### src/hdl/rlse_pkg.sv
// ---------------------------------------------------------------------------
// rlse_pkg
// shared constants and types of the run-length string encoder
// ---------------------------------------------------------------------------
package rlse_pkg;

    localparam int COUNT_BITS   = 32;
    localparam int DELTA_W      = COUNT_BITS + 1;
    localparam int RUN_W        = 32;
    localparam int GROUP_BITS   = 5;
    localparam int CHAR_W       = 7;
    localparam int MAX_CHARS    = 7;
    localparam int CHAR_IDX_W   = $clog2(MAX_CHARS);
    localparam int POS_W        = 2;
    localparam int QUEUE_DEPTH  = 2;
    localparam int QPTR_W       = $clog2(QUEUE_DEPTH);
    localparam int QCNT_W       = $clog2(QUEUE_DEPTH + 1);

    localparam logic [POS_W-1:0]  POS_FIRST = 2'd0;
    localparam logic [POS_W-1:0]  POS_DELTA = 2'd3;
    localparam logic [CHAR_W-1:0] CHAR_BASE = 7'd48;

    typedef logic [COUNT_BITS-1:0]    count_t;
    typedef logic signed [DELTA_W-1:0] delta_t;

    typedef struct packed {
        logic full;
        logic empty;
    } q_status_t;

endpackage

### src/hdl/rlse_front.sv
// ---------------------------------------------------------------------------
// rlse_front
// accepts counts, tracks mask position and forms the value to be coded
// ---------------------------------------------------------------------------
module rlse_front (
    input  logic                   aclk,
    input  logic                   aresetn,
    input  logic                   s_tvalid,
    output logic                   s_tready,
    input  logic [rlse_pkg::RUN_W-1:0] s_tdata,
    input  logic                   s_tuser,
    input  rlse_pkg::q_status_t    q_status,
    output logic                   q_push,
    output rlse_pkg::delta_t       q_wdata
);
    import rlse_pkg::*;

    logic [POS_W-1:0] pos_reg, pos_next, pos_eff;
    count_t           prev1_reg, prev2_reg;
    count_t           count;
    logic             accept;

    assign s_tready = !q_status.full;
    assign accept   = s_tvalid && s_tready;
    assign count    = s_tdata[COUNT_BITS-1:0];
    assign pos_eff  = s_tuser ? POS_FIRST : pos_reg;
    assign pos_next = (pos_eff == POS_DELTA) ? pos_eff : pos_eff + 1'b1;

    always_comb begin
        if (pos_eff == POS_DELTA) begin
            q_wdata = delta_t'({1'b0, count}) - delta_t'({1'b0, prev2_reg});
        end else begin
            q_wdata = delta_t'({1'b0, count});
        end
    end

    assign q_push = accept;

    always_ff @(posedge aclk) begin
        if (!aresetn) begin
            pos_reg   <= POS_FIRST;
            prev1_reg <= '0;
            prev2_reg <= '0;
        end else if (accept) begin
            pos_reg   <= pos_next;
            prev1_reg <= count;
            prev2_reg <= prev1_reg;
        end
    end

endmodule

### src/hdl/rlse_queue.sv
// ---------------------------------------------------------------------------
// rlse_queue
// short queue of coded values between front and back end
// ---------------------------------------------------------------------------
module rlse_queue (
    input  logic                aclk,
    input  logic                aresetn,
    input  logic                push,
    input  rlse_pkg::delta_t    wdata,
    input  logic                pop,
    output rlse_pkg::delta_t    rdata,
    output rlse_pkg::q_status_t status
);
    import rlse_pkg::*;

    delta_t            mem [QUEUE_DEPTH];
    logic [QPTR_W-1:0] wr_ptr_reg, rd_ptr_reg;
    logic [QCNT_W-1:0] cnt_reg;
    logic              do_push, do_pop;

    assign status.full  = (cnt_reg == QCNT_W'(QUEUE_DEPTH));
    assign status.empty = (cnt_reg == '0);
    assign do_push      = push && !status.full;
    assign do_pop       = pop && !status.empty;
    assign rdata        = mem[rd_ptr_reg];

    always_ff @(posedge aclk) begin
        if (do_push) begin
            mem[wr_ptr_reg] <= wdata;
        end
    end

    always_ff @(posedge aclk) begin
        if (!aresetn) begin
            wr_ptr_reg <= '0;
            rd_ptr_reg <= '0;
            cnt_reg    <= '0;
        end else begin
            if (do_push) begin
                wr_ptr_reg <= (wr_ptr_reg == QPTR_W'(QUEUE_DEPTH - 1)) ? '0 : wr_ptr_reg + 1'b1;
            end
            if (do_pop) begin
                rd_ptr_reg <= (rd_ptr_reg == QPTR_W'(QUEUE_DEPTH - 1)) ? '0 : rd_ptr_reg + 1'b1;
            end
            priority if (do_push && !do_pop) begin
                cnt_reg <= cnt_reg + 1'b1;
            end else if (do_pop && !do_push) begin
                cnt_reg <= cnt_reg - 1'b1;
            end
        end
    end

endmodule

### src/hdl/rlse_back.sv
// ---------------------------------------------------------------------------
// rlse_back
// cuts each value into 5-bit groups and emits one character per beat
// ---------------------------------------------------------------------------
module rlse_back (
    input  logic                      aclk,
    input  logic                      aresetn,
    input  rlse_pkg::q_status_t       q_status,
    input  rlse_pkg::delta_t          q_rdata,
    output logic                      q_pop,
    output logic                      m_tvalid,
    input  logic                      m_tready,
    output logic [rlse_pkg::CHAR_W-1:0] char_code,
    output logic                      m_tlast
);
    import rlse_pkg::*;

    delta_t                x_reg, x_shift;
    logic [CHAR_IDX_W-1:0] n_reg;
    logic                  busy_reg;
    logic                  out_valid_reg, last_reg;
    logic [CHAR_W-1:0]     char_reg, char_next;
    logic [GROUP_BITS-1:0] group;
    logic                  more, out_free, emit;

    assign out_free = !out_valid_reg || m_tready;
    assign emit     = busy_reg && out_free;
    assign q_pop    = !busy_reg && !q_status.empty;

    assign group   = x_reg[GROUP_BITS-1:0];
    assign x_shift = x_reg >>> GROUP_BITS;

    always_comb begin
        if (group[GROUP_BITS-1]) begin
            more = (x_shift != '1);
        end else begin
            more = (x_shift != '0);
        end
        if (n_reg == CHAR_IDX_W'(MAX_CHARS - 1)) begin
            more = 1'b0;
        end
        char_next = CHAR_W'({more, group}) + CHAR_BASE;
    end

    always_ff @(posedge aclk) begin
        if (q_pop) begin
            x_reg <= q_rdata;
        end else if (emit) begin
            x_reg <= x_shift;
        end
        if (emit) begin
            char_reg <= char_next;
            last_reg <= !more;
        end
    end

    always_ff @(posedge aclk) begin
        if (!aresetn) begin
            busy_reg      <= 1'b0;
            n_reg         <= '0;
            out_valid_reg <= 1'b0;
        end else begin
            if (q_pop) begin
                busy_reg <= 1'b1;
                n_reg    <= '0;
            end else if (emit) begin
                n_reg <= n_reg + 1'b1;
                if (!more) begin
                    busy_reg <= 1'b0;
                end
            end
            if (emit) begin
                out_valid_reg <= 1'b1;
            end else if (m_tready) begin
                out_valid_reg <= 1'b0;
            end
        end
    end

    assign m_tvalid  = out_valid_reg;
    assign char_code = char_reg;
    assign m_tlast   = last_reg;

endmodule

### src/hdl/run_length_string_encoder_top.sv
// ---------------------------------------------------------------------------
// run_length_string_encoder_top
// codes run-length counts as printable 5-bit group strings
// ---------------------------------------------------------------------------
//  channel  | dir | tdata                         | tuser          | tlast
//  s_       | in  | [31:0] run_length             | first_of_mask  | -
//  m_       | out | [6:0] char_code, [7] zero     | -              | last_char
//
//  the back end loads each count from the queue and then emits one to seven
//  characters for it, taking the next count only once its last character is out
//  the front end takes a count per cycle until the two-entry queue fills
//  synchronous active-low reset clears mask position, recent counts, queue
//  a stalled m_ beat holds; the front end keeps accepting while the queue has room
// ---------------------------------------------------------------------------
module run_length_string_encoder_top (
    input  logic        aclk,
    input  logic        aresetn,
    input  logic        s_tvalid,
    output logic        s_tready,
    input  logic [31:0] s_tdata,   // [31:0] run_length
    input  logic        s_tuser,   // [0] first_of_mask
    output logic        m_tvalid,
    input  logic        m_tready,
    output logic [7:0]  m_tdata,   // [6:0] char_code, [7] zero
    output logic        m_tlast
);
    import rlse_pkg::*;

    q_status_t         q_status;
    logic              q_push, q_pop;
    delta_t            q_wdata, q_rdata;
    logic [CHAR_W-1:0] char_code;

    rlse_front u_front (
        .aclk     (aclk),
        .aresetn  (aresetn),
        .s_tvalid (s_tvalid),
        .s_tready (s_tready),
        .s_tdata  (s_tdata),
        .s_tuser  (s_tuser),
        .q_status (q_status),
        .q_push   (q_push),
        .q_wdata  (q_wdata)
    );

    rlse_queue u_queue (
        .aclk    (aclk),
        .aresetn (aresetn),
        .push    (q_push),
        .wdata   (q_wdata),
        .pop     (q_pop),
        .rdata   (q_rdata),
        .status  (q_status)
    );

    rlse_back u_back (
        .aclk      (aclk),
        .aresetn   (aresetn),
        .q_status  (q_status),
        .q_rdata   (q_rdata),
        .q_pop     (q_pop),
        .m_tvalid  (m_tvalid),
        .m_tready  (m_tready),
        .char_code (char_code),
        .m_tlast   (m_tlast)
    );

    assign m_tdata = {1'b0, char_code};

endmodule

### config.mk
export PLATFORM = sky130hd
export DESIGN_NAME = run_length_string_encoder_top
export DESIGN_NICKNAME = d
export VERILOG_FILES = /design/src/hdl/rlse_pkg.sv /design/src/hdl/rlse_front.sv /design/src/hdl/rlse_queue.sv /design/src/hdl/rlse_back.sv /design/src/hdl/run_length_string_encoder_top.sv
export SDC_FILE = /design/constraint.sdc
export NUM_CORES = 1
export LEC_CHECK = 0
export ABC_AREA = 0
export BUFFER_PORTS_ARGS = -buffer_cell sky130_fd_sc_hd__buf_4
export CORE_MARGIN = 2
export CORE_UTILIZATION = 45
export CTS_BUF_LIST = sky130_fd_sc_hd__clkbuf_4 sky130_fd_sc_hd__clkbuf_8 sky130_fd_sc_hd__clkbuf_16
export CTS_CLUSTER_DIAMETER = 100
export DETAILED_ROUTE_END_ITERATION = 10
export PLACE_DENSITY = 0.7
export RECOVER_POWER = 25
export SLEW_MARGIN = 10
export SYNTH_ARGS = -nofsm -noshare
export SYNTH_HDL_FRONTEND = slang
export SYNTH_SLANG_ARGS = --single-unit
### constraint.sdc
create_clock -name aclk -period 3.17 [get_ports aclk]
set_input_delay 0.1585 -clock aclk [delete_from_list [all_inputs] [get_ports aclk]]
set_output_delay 0.1585 -clock aclk [all_outputs]
set_load 0.02 [all_outputs]
Word-level counts from Yosys, hierarchy flattened
Memories as Yosys holds them, arrays and structs flattened. A register that Yosys moved wholly into a read port is not among the register bits. Index checks and enable logic that the tools add are counted.

Add/sub/neg operators: 8. Muxes and demuxes: 20. Bitwise gates (word level): 1. Equal/unequal tests: 5. Reduce and logical (&&, ||, !) cells: 22.

Operators with widths (number): two-way mux 33 bit (2); inequality test 33 bit, second input constant (1); nonzero test 33 bit (1); subtractor 32 x 32 -> 33 bit (1); two-way mux 32 bit (1); two-way mux 1 bit (13); two-way mux 2 bit (4); adder 6 x 6 -> 7 bit, second input constant (1); logical AND 1 bit (7); logical NOT 1 bit (7); nonzero test 2 bit (3); adder 2 x 1 -> 2 bit, second input constant (2); equality test 2 bit, second input constant (2); adder 3 x 1 -> 3 bit, second input constant (1); equality test 3 bit, second input constant (1); adder 1 bit, second input constant (2); logical NOT 2 bit (1); inequality test 2 bit, second input constant (1); AND reduction 2 bit (1); OR reduction 2 bit (1); subtractor 2 x 1 -> 2 bit, second input constant (1); logical OR 1 bit (1); inverter 1 bit (1).

Logic and storage cells: 70. Bits of input ports: 37. Memories kept: 1. RAM bits: 66. Output and inout port bits: 11. Flip-flop bits (word level): 116.

Memory list: u_queue.mem (words 2, width 33, read ports 1, clocked after memory_dff 1, write ports 1, RTL line rlse_queue.sv:16) `delta_t mem [QUEUE_DEPTH];`.

Depth between registers and ports, before layout
Gate-level depths: netlist of run 1.

Depth in word-level cells: 8. Depth in mapped cells: 10. Mapped depth without buffers: 10.

Modules after synthesis
A second synthesis of run 1 with hierarchy kept.

Cell total of the unflattened synthesis: 930. Area, all modules: 9400.3 sq um.

By module, submodules not included: rlse_front (sequential area each 1321.3 sq um, instances 1, cells an instance 669, area each 4765.8 sq um); rlse_queue (sequential area each 2082.0 sq um, instances 1, cells an instance 128, area each 2607.5 sq um); rlse_back (sequential area each 1331.3 sq um, instances 1, cells an instance 131, area each 2015.7 sq um); run_length_string_encoder_top (sequential area each 0.0 sq um, instances 1, cells an instance 2, area each 11.3 sq um).

Least setup slack after synthesis of run 1
No wires, ideal clock.

Kind: flip-flop to flip-flop. Start point: register u_queue.cnt_reg[0]. End point: memory u_queue.mem[0][0] in the netlist's numbering (enable). Setup time: 0.425 ns. Stages on the path, launching flop included: 5. Buffers on the path: 1. Path slack: 0.330 ns. Clock period less this slack: 2.840 ns. Arrival time: 2.415 ns. Required time: 2.745 ns. Cell sequence: dfxtp_1 nand2b_1 nand2_1 clkbuf_1 nor2_1.

Word-level cells in the longest chain between the ends: 6.

RTL lines: from (decl) (RTL line rlse_queue.sv:18) `logic [QCNT_W-1:0] cnt_reg;`; from (signal assigned) (RTL line rlse_queue.sv:46) `cnt_reg <= cnt_reg + 1'b1;`; from (signal assigned) (RTL line rlse_queue.sv:48) `cnt_reg <= cnt_reg - 1'b1;`; equality test 2 bit * (RTL line rlse_queue.sv:21) `assign status.full = (cnt_reg == QCNT_W'(QUEUE_DEPTH));`; logical NOT 1 bit * (RTL line rlse_front.sv:23) `assign s_tready = !q_status.full;`; net s_tready (RTL line run_length_string_encoder_top.sv:19) `output logic s_tready,`; logical AND 1 bit (RTL line rlse_front.sv:24) `assign accept = s_tvalid && s_tready;`; logical AND 1 bit * (RTL line rlse_queue.sv:23) `assign do_push = push && !status.full;`; two-way mux 1 bit * (RTL line rlse_queue.sv:28) `if (do_push) begin`; two-way mux 1 bit (implied by the code) * (RTL line rlse_queue.sv:29) `mem[wr_ptr_reg] <= wdata;`; to (decl) (RTL line rlse_queue.sv:16).

The timed path passes the listed nets; every way through them passes the cells marked *.

Worst setup path after layout of run 1
Start point: input port s_tdata[0]. End point: memory u_queue.mem[1][22] in the netlist's numbering (data pin).

Word-level cells in the longest chain between the ends: 2.

RTL lines: from (decl) (RTL line run_length_string_encoder_top.sv:20) `input logic [31:0] s_tdata,`; subtractor 32 x 32 -> 33 bit (RTL line rlse_front.sv:31) `q_wdata = delta_t'({1'b0, count}) - delta_t'({1'b0, prev2_reg});`; two-way mux 33 bit (RTL line rlse_front.sv:30) `if (pos_eff == POS_DELTA) begin`; net q_wdata[22] (RTL line run_length_string_encoder_top.sv:31) `delta_t q_wdata, q_rdata;`.

The timed path passes the listed nets, and every way through them passes these cells.

==> impl_metrics.toml, run 1 <==
[outcome]
status = "complete, but fails checks"
violations = "capacitance limit, slew limit"

[yosys]
synth_compound_area_share_pct = 17.80
synth_ff_type = "edfxtp_1"
synth-seq-area-share_pct = 51.41
ys_ff_latch = 183
synth_fa_ha_area_share_pct = 5.109
synth_xor_area_share_pct = 2.188
yosysWarningCount = 0
synth_top_family_by_area = "compound AO/OA/AOI/OAI gates"
synth_cell_type_count = 70
yosys.area_share.simple_pct = 15.73
synth_edf_count = 107
synthCells = 947
synthMuxAreaShare_pct = 3.709
synth_nets = 1021
syn_area_sq_um = 9209
avgSynthCellArea_sq_um = 9.724
synthArstFlopShare_pct = 0

[timing]
rsz0062_at_grt = "no"
hold_viol = 0
slew_violations = 34
finClkSkew_ns = 0.01354
worstMarginPinSlew_ns = 1.878
finalCritPeriodShare_pct = 92.35
relSlewSlack_pct = -25.23
finalSetupViolCount = 0
tns_ns = 0
period_needed_ns = 2.928
clock.fmax_mhz = 341.6

[clock_tree]
cts_htree_levels = 4
cts_root_buffer = "clkbuf_16"
cts_sinks = 183
cts_buffers = 17
clkSlewWorstSetupHoldPaths_ns = 0.08
clock_latency_ns = 0.45
cts_resized = 0
clockBufferDepth = 2
cts_tree = "yes"

[critical_path]
worstPathCellList = "dlygate4sd3_1, buf_4, inv_1, ha_1, fa_1, and2b_4, o2111ai_4, a211oi_2, o2111ai_2, and2_4, o2111a_1, a221o_1"
crit_path_top_delay_cell = "dlygate4sd3_1"
reg2reg_to = "u_queue.mem[1][22]"
slowest_delay_ns = 0.54
cp_max_fo = 3
crit_path_start_kind = "input port"
r2r_start = "u_front.prev2_reg[0]"
reg2reg_slack_ns = 0.33
worst_setup_path_end_kind = "flip-flop"
criticalPathCategory = "in2reg"
cp.required_ns = 3.36
reg2reg_depth = 9
cp.arrival_ns = 3.11

[finish]
area_delta_synth_final_pct = 14.89
largest_reg_flops = 66
fin_util_pct = 52.46
multi_input_area_sq_um = 4110
drive_gt1_share_pct = 9.462
fillers = 1858
fin_nets = 1065
register_area_sq_um = 4736
num_antenna_cells = 0

[die]
initial_core_util_pct = 45.66
rows = 52
floorplan.die_area_sq_um = 21620
core_sq_um = 20170
die_w_um = 147.1
dieHeight_um = 147.1
io_pins = 48

[drt]
ant_nets = 0
vias = 6709
dr.pass1.iters = 5
wl_um = 18730
wire_per_inst_um = 14.70
drtIter0Drc = 488
drc = 0
post_drt_via_cell_ratio = 5.266

[global_routing]
grt_pass1_vias = 6139
grt_max_degree = 75
globalRouteOverflowTotal = 0
grt_pass1_wl_um = 31010
antenna_found_initial = 0
grt_util_all_layers_pct = 17.93

[hold_path]
hp-class = "in2reg"
holdPathEnd = "u_front.prev1_reg[18]"
holdCritStartpoint = "s_tdata[18]"
min_path_cells = 3

[placement]
port_buffers = 46
place_hpwl_um = 12800
finalWeightedCongestion = 0.8867

[power_and_ir_drop]
leakage_nw = 3.844
ir_drop_v = 0.0004609
p_per_area_nw_per_um2 = 725.1

[flow_run]
cap_violations = 1
-- cells in the mapped netlist (all sizes together), types with 10 or more instances --
master / instances / area (sq um)
nand3: 18 / 90.09
mux2i: 33 / 330.3
nand2: 220 / 825.8
buf: 10 / 46.30
o21ai: 69 / 352.8
xnor2: 14 / 122.6
edfxtp: 107 / 3213
clkbuf: 40 / 150.1
dfxtp: 76 / 1521
nand4: 14 / 87.58
inv: 44 / 165.2
a21oi: 40 / 222.7
a21o: 10 / 75.07
ha: 36 / 450.4
a21boi: 70 / 525.5
nor2: 29 / 108.9
-- repair_timing --
| action | 4_1_cts | 5_1_grt |
|---|---|---|
| hold buffers | 22 | 0 |
| setup endpoints to repair | 0 | 0 |
| buffers inserted | 0 | 0 |
| endpoints found under the hold margin | 22 | 0 |
-- power breakdown --
part / switching, mW / internal, mW
clock network: 1.10 / 1.10
registers: 0.363 / 3.25
logic: 1.15 / 0.708
total: 2.61 / 5.06
-- worst max-delay path, delay by kind of cell --
| kind | cells | cell delay [ns] |
|---|---|---|
| AO/OA/AOI/OAI | 5 | 1.13 |
| buffers and inverters | 3 | 0.70 |
| adder cells (fa/ha/maj) | 2 | 0.62 |
| AND/OR/NAND/NOR | 2 | 0.50 |
-- final cells by class --
class                           instances  area share (%)
Multi-Input combinational cell        668           38.85
Tap cell                              270           3.193
Clock inverter                         15           1.999
Inverter                               46           1.632
Clock buffer                           17           4.021
Sequential cell                       183           44.76
Timing Repair Buffer                   75           5.546
-- metrics by stage --
step / std cells / power [mW] / hold WS, ns / area (sq um) / setup slack (ns)
CTS: 1274 / 7.773 / 0.001151 / 10640 / 0.2686
finish: 1274 / 7.671 / 0.005740 / 10580 / 0.2424
global route: 1274 / 8.121 / 0.01512 / 10580 / 0.1209
global placement: 1220 / 5.514 / 0.4018 / 9778 / 0.3999
detailed placement: 1220 / 5.566 / 0.4045 / 9778 / 0.3547
floorplan: 947 / 4.984 / 0.3034 / 9209 / 0.3298
-- cells in the final DEF (no fill, tap or decap), types with 33 or more instances in the layout --
cell        n
dfxtp_1    75
a21oi_1    36
inv_1      44
o21ai_0    55
a21boi_0   67
edfxtp_1  107
ha_1       36
mux2i_1    33
nand2_1   219
buf_4      40
-- worst max path at each step --
stage,cells past startpoint,to,startpoint,slack [ns]
final,12,u_queue.mem[1][22],s_tdata[0],0.24
after global routing,12,u_queue.mem[0][22],s_tdata[0],0.12
after CTS,12,u_queue.mem[1][22],s_tdata[0],0.27
after detailed placement,11,u_queue.mem[0][22],s_tdata[0],0.35
after global placement,11,u_queue.mem[0][22],s_tdata[0],0.40
after floorplan,4,u_queue.mem[0][0],u_queue.cnt_reg[0],0.33
-- cell families after synthesis --
| logic type | after synthesis |
|---|---|
| multiplexers | 34 |
| AO/OA/AOI/OAI | 240 |
| XOR/XNOR | 23 |
| AND/OR/NAND/NOR | 333 |
| flip-flops | 183 |
| adder cells (fa/ha/maj) | 37 |
| buffers and inverters | 96 |
| other | 1 |
-- metal layers --
metal,up-vias,share of wire (%),GRT usage (%)
met2,104,45,27.94
met1,3147,51,25.93
met4,0,1.4,6.106
met3,20,2.8,2.391
li1,3438,-,-
met5,-,0,0
Note: power is estimated with default switching activity, not from simulation.
==> run 2: changes to the inputs <==
==> constraint.sdc (replaced) <==
create_clock -name aclk -period 3.17 [get_ports aclk]
set_input_delay 0.7925 -clock aclk [delete_from_list [all_inputs] [get_ports aclk]]
set_output_delay 0.7925 -clock aclk [all_outputs]
set_load 0.02 [all_outputs]
==> impl_metrics.toml, run 2 (same netlist as run 1, synthesis figures left out) <==
[outcome]
status = "finished, final reports clean"

[power_and_ir_drop]
ir_drop_v = 0.0004464
leakage_nw = 3.900
p_per_area_nw_per_um2 = 726.4

[global_routing]
grt_util_all_layers_pct = 17.99
globalRouteOverflowTotal = 0
antenna_found_initial = 0
grt_max_degree = 75
grt_pass1_wl_um = 31240
grt_pass1_vias = 6290

[placement]
port_buffers = 46
pre_cts_ws_ns = -0.2169
finalWeightedCongestion = 0.9055
dp_cells = 1247
place_hpwl_um = 13310

[timing]
rsz0062_at_grt = "no"
finalCritPeriodShare_pct = 93.09
period_needed_ns = 2.951
whs_ns = 0.4229
hold_viol = 0
finClkSkew_ns = 0.01253
slew_violations = 0
worstMarginPinSlew_ns = 1.301
relSlewSlack_pct = 13.26
finalSetupViolCount = 0
layout_setup_ws_ns = 0.2189
clock.fmax_mhz = 338.9

[drt]
vias = 6738
wire_per_inst_um = 14.79
wl_um = 18920
post_drt_via_cell_ratio = 5.268
dr.pass1.iters = 5
drtIter0Drc = 507
ant_nets = 0
drc = 0

[clock_tree]
cts_root_buffer = "clkbuf_16"
clockBufferDepth = 2
cts_sinks = 183
post_cts_buffers = 0
clock_latency_ns = 0.44
cts_resized = 0
cts_tree = "yes"
cts_buffers = 17
cts_htree_levels = 4
holdBufCountCts = 0
clkSlewWorstSetupHoldPaths_ns = 0.08

[critical_path]
reg2reg_to = "u_queue.mem[0][22]"
cp.arrival_ns = 3.13
cp.required_ns = 3.35
crit_path_start_kind = "input port"
worst_setup_path_end_kind = "flip-flop"
cp_max_fo = 3
criticalPathCategory = "in2reg"
reg2reg_depth = 9
setup.worst_path.end = "u_queue.mem[0][22]"
reg2reg_slack_ns = 0.36
r2r_start = "u_front.prev2_reg[0]"
cp-startpoint = "s_tdata[0]"

[finish]
area_delta_synth_final_pct = 14.58
num_antenna_cells = 0
register_area_sq_um = 4736
final_cell_mix = "220 x nand2_1, 107 x edfxtp_1, 75 x dfxtp_1, 73 x buf_4, 67 x a21boi_0"
fin_nets = 1070
largest_reg_flops = 66
fillers = 1842
layout_commonest_cell = "nand2_1"
fin_util_pct = 52.31
multi_input_area_sq_um = 4105
stdcell_count = 1279
drive_gt1_share_pct = 12.59

[die]
initial_core_util_pct = 45.66
io_pins = 48
dieHeight_um = 147.1
die_w_um = 147.1
rows = 52
core_sq_um = 20170
floorplan.die_area_sq_um = 21620

[hold_path]
hp-class = "reg2reg"
min_path_cells = 0

[flow_run]
cap_violations = 0
## run 2: changes by cell type in the layout (fill, tap and decap cells not counted), sizes merged
cell         delta
clkbuf          -5
dlygate4sd3    -22
clkinv          -1
buf            +32
inv             +1
## run 2: power by group
group | leakage (nW) | internal, mW | switching [mW] | total (mW)
combinational | 1.97 | 0.741 | 1.21 | 1.95
clock | 0.301 | 1.09 | 1.07 | 2.15
sequential | 1.63 | 3.25 | 0.307 | 3.56
total | 3.90 | 5.08 | 2.59 | 7.66
## run 2: how the worst min path moves through the flow
stage	start	end	slack, ns
global route	u_back.x_reg[0]	u_back.char_code[0]	0.43
floorplan	u_back.x_reg[0]	u_back.char_code[0]	0.40
CTS	u_back.x_reg[0]	u_back.char_code[0]	0.42
global placement	u_back.x_reg[1]	u_back.char_code[1]	0.40
finish	u_back.x_reg[2]	u_back.char_code[2]	0.42
detailed placement	u_back.x_reg[0]	u_back.char_code[0]	0.40
## run 2: area by class of cell
class                           count  area share [%]
Sequential cell                   183           44.88
Multi-Input combinational cell    668           38.91
Timing Repair Buffer               80           5.514
Clock buffer                       17           4.032
Tap cell                          270           3.202
Clock inverter                     15           1.826
Inverter                           46           1.636
## run 2: routing by layer
layer,track usage [%],wire length (um),vias to the layer above
met1,25.16,9223,3160
met5,0,0,-
met4,5.385,233,0
met3,3.012,617,22
met2,28.90,8840,113
li1,-,-,3443
## run 2: metrics by stage
| step | instance area [sq um] | TNS (ns) | total power, mW |
|---|---|---|---|
| 2_1_floorplan | 9209 | 0 | 4.984 |
| 3_3_place_gp | 9981 | -0.7710 | 5.548 |
| 3_5_place_dp | 9981 | -1.412 | 5.603 |
| 4_1_cts | 10600 | 0 | 7.762 |
| 5_1_grt | 10550 | 0 | 8.128 |
| 6_report | 10550 | 0 | 7.665 |
## run 2: worst max-delay path: stages
cell	delay [ns]
buf_4	0.08
inv_1	0.03
ha_1	0.22
fa_1	0.39
and2b_4	0.28
o2111ai_4	0.14
a211oi_2	0.31
o2111ai_2	0.18
and2_4	0.19
o2111a_1	0.22
a221o_1	0.27
==> run 3: changes to the inputs <==
clock period = 3.56 ns   (was 3.17 ns; I/O delays follow)
==> impl_metrics.toml, run 3 (same netlist as run 1, synthesis figures left out) <==
[outcome]
status = "complete, but fails checks"
violations = "capacitance limit, slew limit"

[timing]
relSlewSlack_pct = -24.49
finalSetupViolCount = 0
tns_ns = 0
slew_violations = 34
rsz0062_at_grt = "no"
worstMarginPinSlew_ns = 1.867
finClkSkew_ns = 0.01249
finalCritPeriodShare_pct = 86.55
hold_viol = 0
clock.fmax_mhz = 324.6
period_needed_ns = 3.081

[hold_path]
min_path_cells = 0
holdPathEnd = "u_back.char_code[3]"
holdCritStartpoint = "u_back.x_reg[3]"
hp-class = "reg2reg"

[finish]
final_cell_mix = "219 x nand2_1, 107 x edfxtp_1, 75 x dfxtp_1, 67 x a21boi_0, 55 x o21ai_0"
largest_reg_flops = 66
fin_nets = 1046
drive_gt1_share_pct = 10.96
stdcell_count = 1255
area_delta_synth_final_pct = 12.94
layout_commonest_cell = "nand2_1"
num_antenna_cells = 0
fin_area_sq_um = 10400

[drt]
wire_per_inst_um = 14.78
post_drt_via_cell_ratio = 5.269
ant_nets = 0
vias = 6613
drtIter0Drc = 503
dr.pass1.iters = 5
drc = 0
wl_um = 18550

[placement]
dp_cells = 1223
place_hpwl_um = 13010
finalWeightedCongestion = 0.8885
postPlaceCellArea_sq_um = 9788
port_buffers = 46

[power_and_ir_drop]
clockPowerShare_pct = 28.5
power.net_switching_mw = 2.301
swShare_pct = 33.78
comb_power_share_pct = 24.2
intPower_mw = 4.511
p_per_area_nw_per_um2 = 655.0
leakage_nw = 3.796
pwr-share-seq_pct = 47.3
ir_drop_v = 0.0003669

[clock_tree]
clkSlewWorstSetupHoldPaths_ns = 0.08
holdBufCountCts = 0
clock_latency_ns = 0.44
cts_buffers = 17
cts_htree_levels = 4
cts_sinks = 183
clockBufferDepth = 2
cts_tree = "yes"
post_cts_buffers = 0
cts_resized = 0
cts_root_buffer = "clkbuf_16"

[critical_path]
reg2reg_slack_ns = 0.50
r2r_start = "u_queue.cnt_reg[0]"
crit_path_start_kind = "input port"
cp.required_ns = 3.81
criticalPathCategory = "in2reg"
slowest_delay_ns = 0.44
reg2reg_depth = 5
crit_path_top_delay_cell = "o41a_1"
worstPathCellList = "buf_4, inv_1, ha_1, fa_1, and2b_4, o2111ai_4, a21oi_2, o31ai_1, o41a_1, and3b_1, o31ai_2"
reg2reg_to = "u_queue.cnt_reg[1]"
cp.arrival_ns = 3.33
worst_setup_path_end_kind = "flip-flop"
cp_max_fo = 3

[global_routing]
grt_pass1_vias = 6084
grt_pass1_wl_um = 30790
grt_max_degree = 75
grt_util_all_layers_pct = 17.81
globalRouteOverflowTotal = 0
antenna_found_initial = 0

[flow_run]
cap_violations = 1

[die]
floorplan.die_area_sq_um = 21620
io_pins = 48
die_w_um = 147.1
dieHeight_um = 147.1
initial_core_util_pct = 45.66
core_sq_um = 20170
rows = 52
==> run 3: metal layers <==
metal / GRT usage [%] / up-vias / wire length, um
met3: 3.168 / 18 / 649
li1: - / 3391 / -
met4: 5.144 / 0 / 217
met5: 0 / - / 0
met2: 27.85 / 112 / 8424
met1: 25.52 / 3092 / 9253
==> run 3: how the worst max path moves through the flow <==
stage / start / endpoint / slack, ns / depth (start not counted)
finish: s_tdata[0] / u_queue.mem[0][30] / 0.48 / 11
floorplan: s_tdata[0] / u_queue.mem[0][22] / 0.30 / 10
global placement: s_tdata[0] / u_queue.mem[1][22] / 0.08 / 11
CTS: s_tdata[0] / u_queue.mem[0][22] / 0.49 / 11
global route: u_queue.cnt_reg[0] / u_queue.cnt_reg[1] / 0.20 / 5
detailed placement: s_tdata[0] / u_queue.mem[0][22] / 0.03 / 11
==> run 3: layout make-up <==
class	count	area, sq um
repair buffers	56	411.6
inverters	46	172.7
flip-flops and latches	183	4736
clock buffers	17	425.4
clock inverters	15	206.4
well taps	270	337.8
multi-input cells	668	4110
fillers	1838	9769
==> run 3: power by group through the flow <==
stage | clock, mW | combinational (mW) | sequential [mW]
6_report | 1.94 | 1.65 | 3.22
5_1_grt | 2.06 | 1.88 | 3.28
4_1_cts | 1.99 | 1.68 | 3.23
3_5_place_dp | 0 | 1.67 | 3.27
3_3_place_gp | 0 | 1.65 | 3.26
2_1_floorplan | 0 | 1.29 | 3.15
==> run 3: stage by stage <==
step	power (mW)	setup slack [ns]	util [%]	hold WS, ns
floorplan	4.438	0.2987	-	0.4003
global placement	4.912	0.08130	48.53	0.4011
detailed placement	4.944	0.02888	48.53	0.4063
CTS	6.895	0.4944	51.66	0.4262
global route	7.220	0.2035	51.56	0.4285
finish	6.812	0.4788	51.56	0.4235
==> run 3: critical path, delay by kind of cell <==
family          cells  cell delay [ns]
simple gates        2             0.49
compound gates      5             1.19
fa+ha+maj           2             0.63
buf+inv             2             0.13
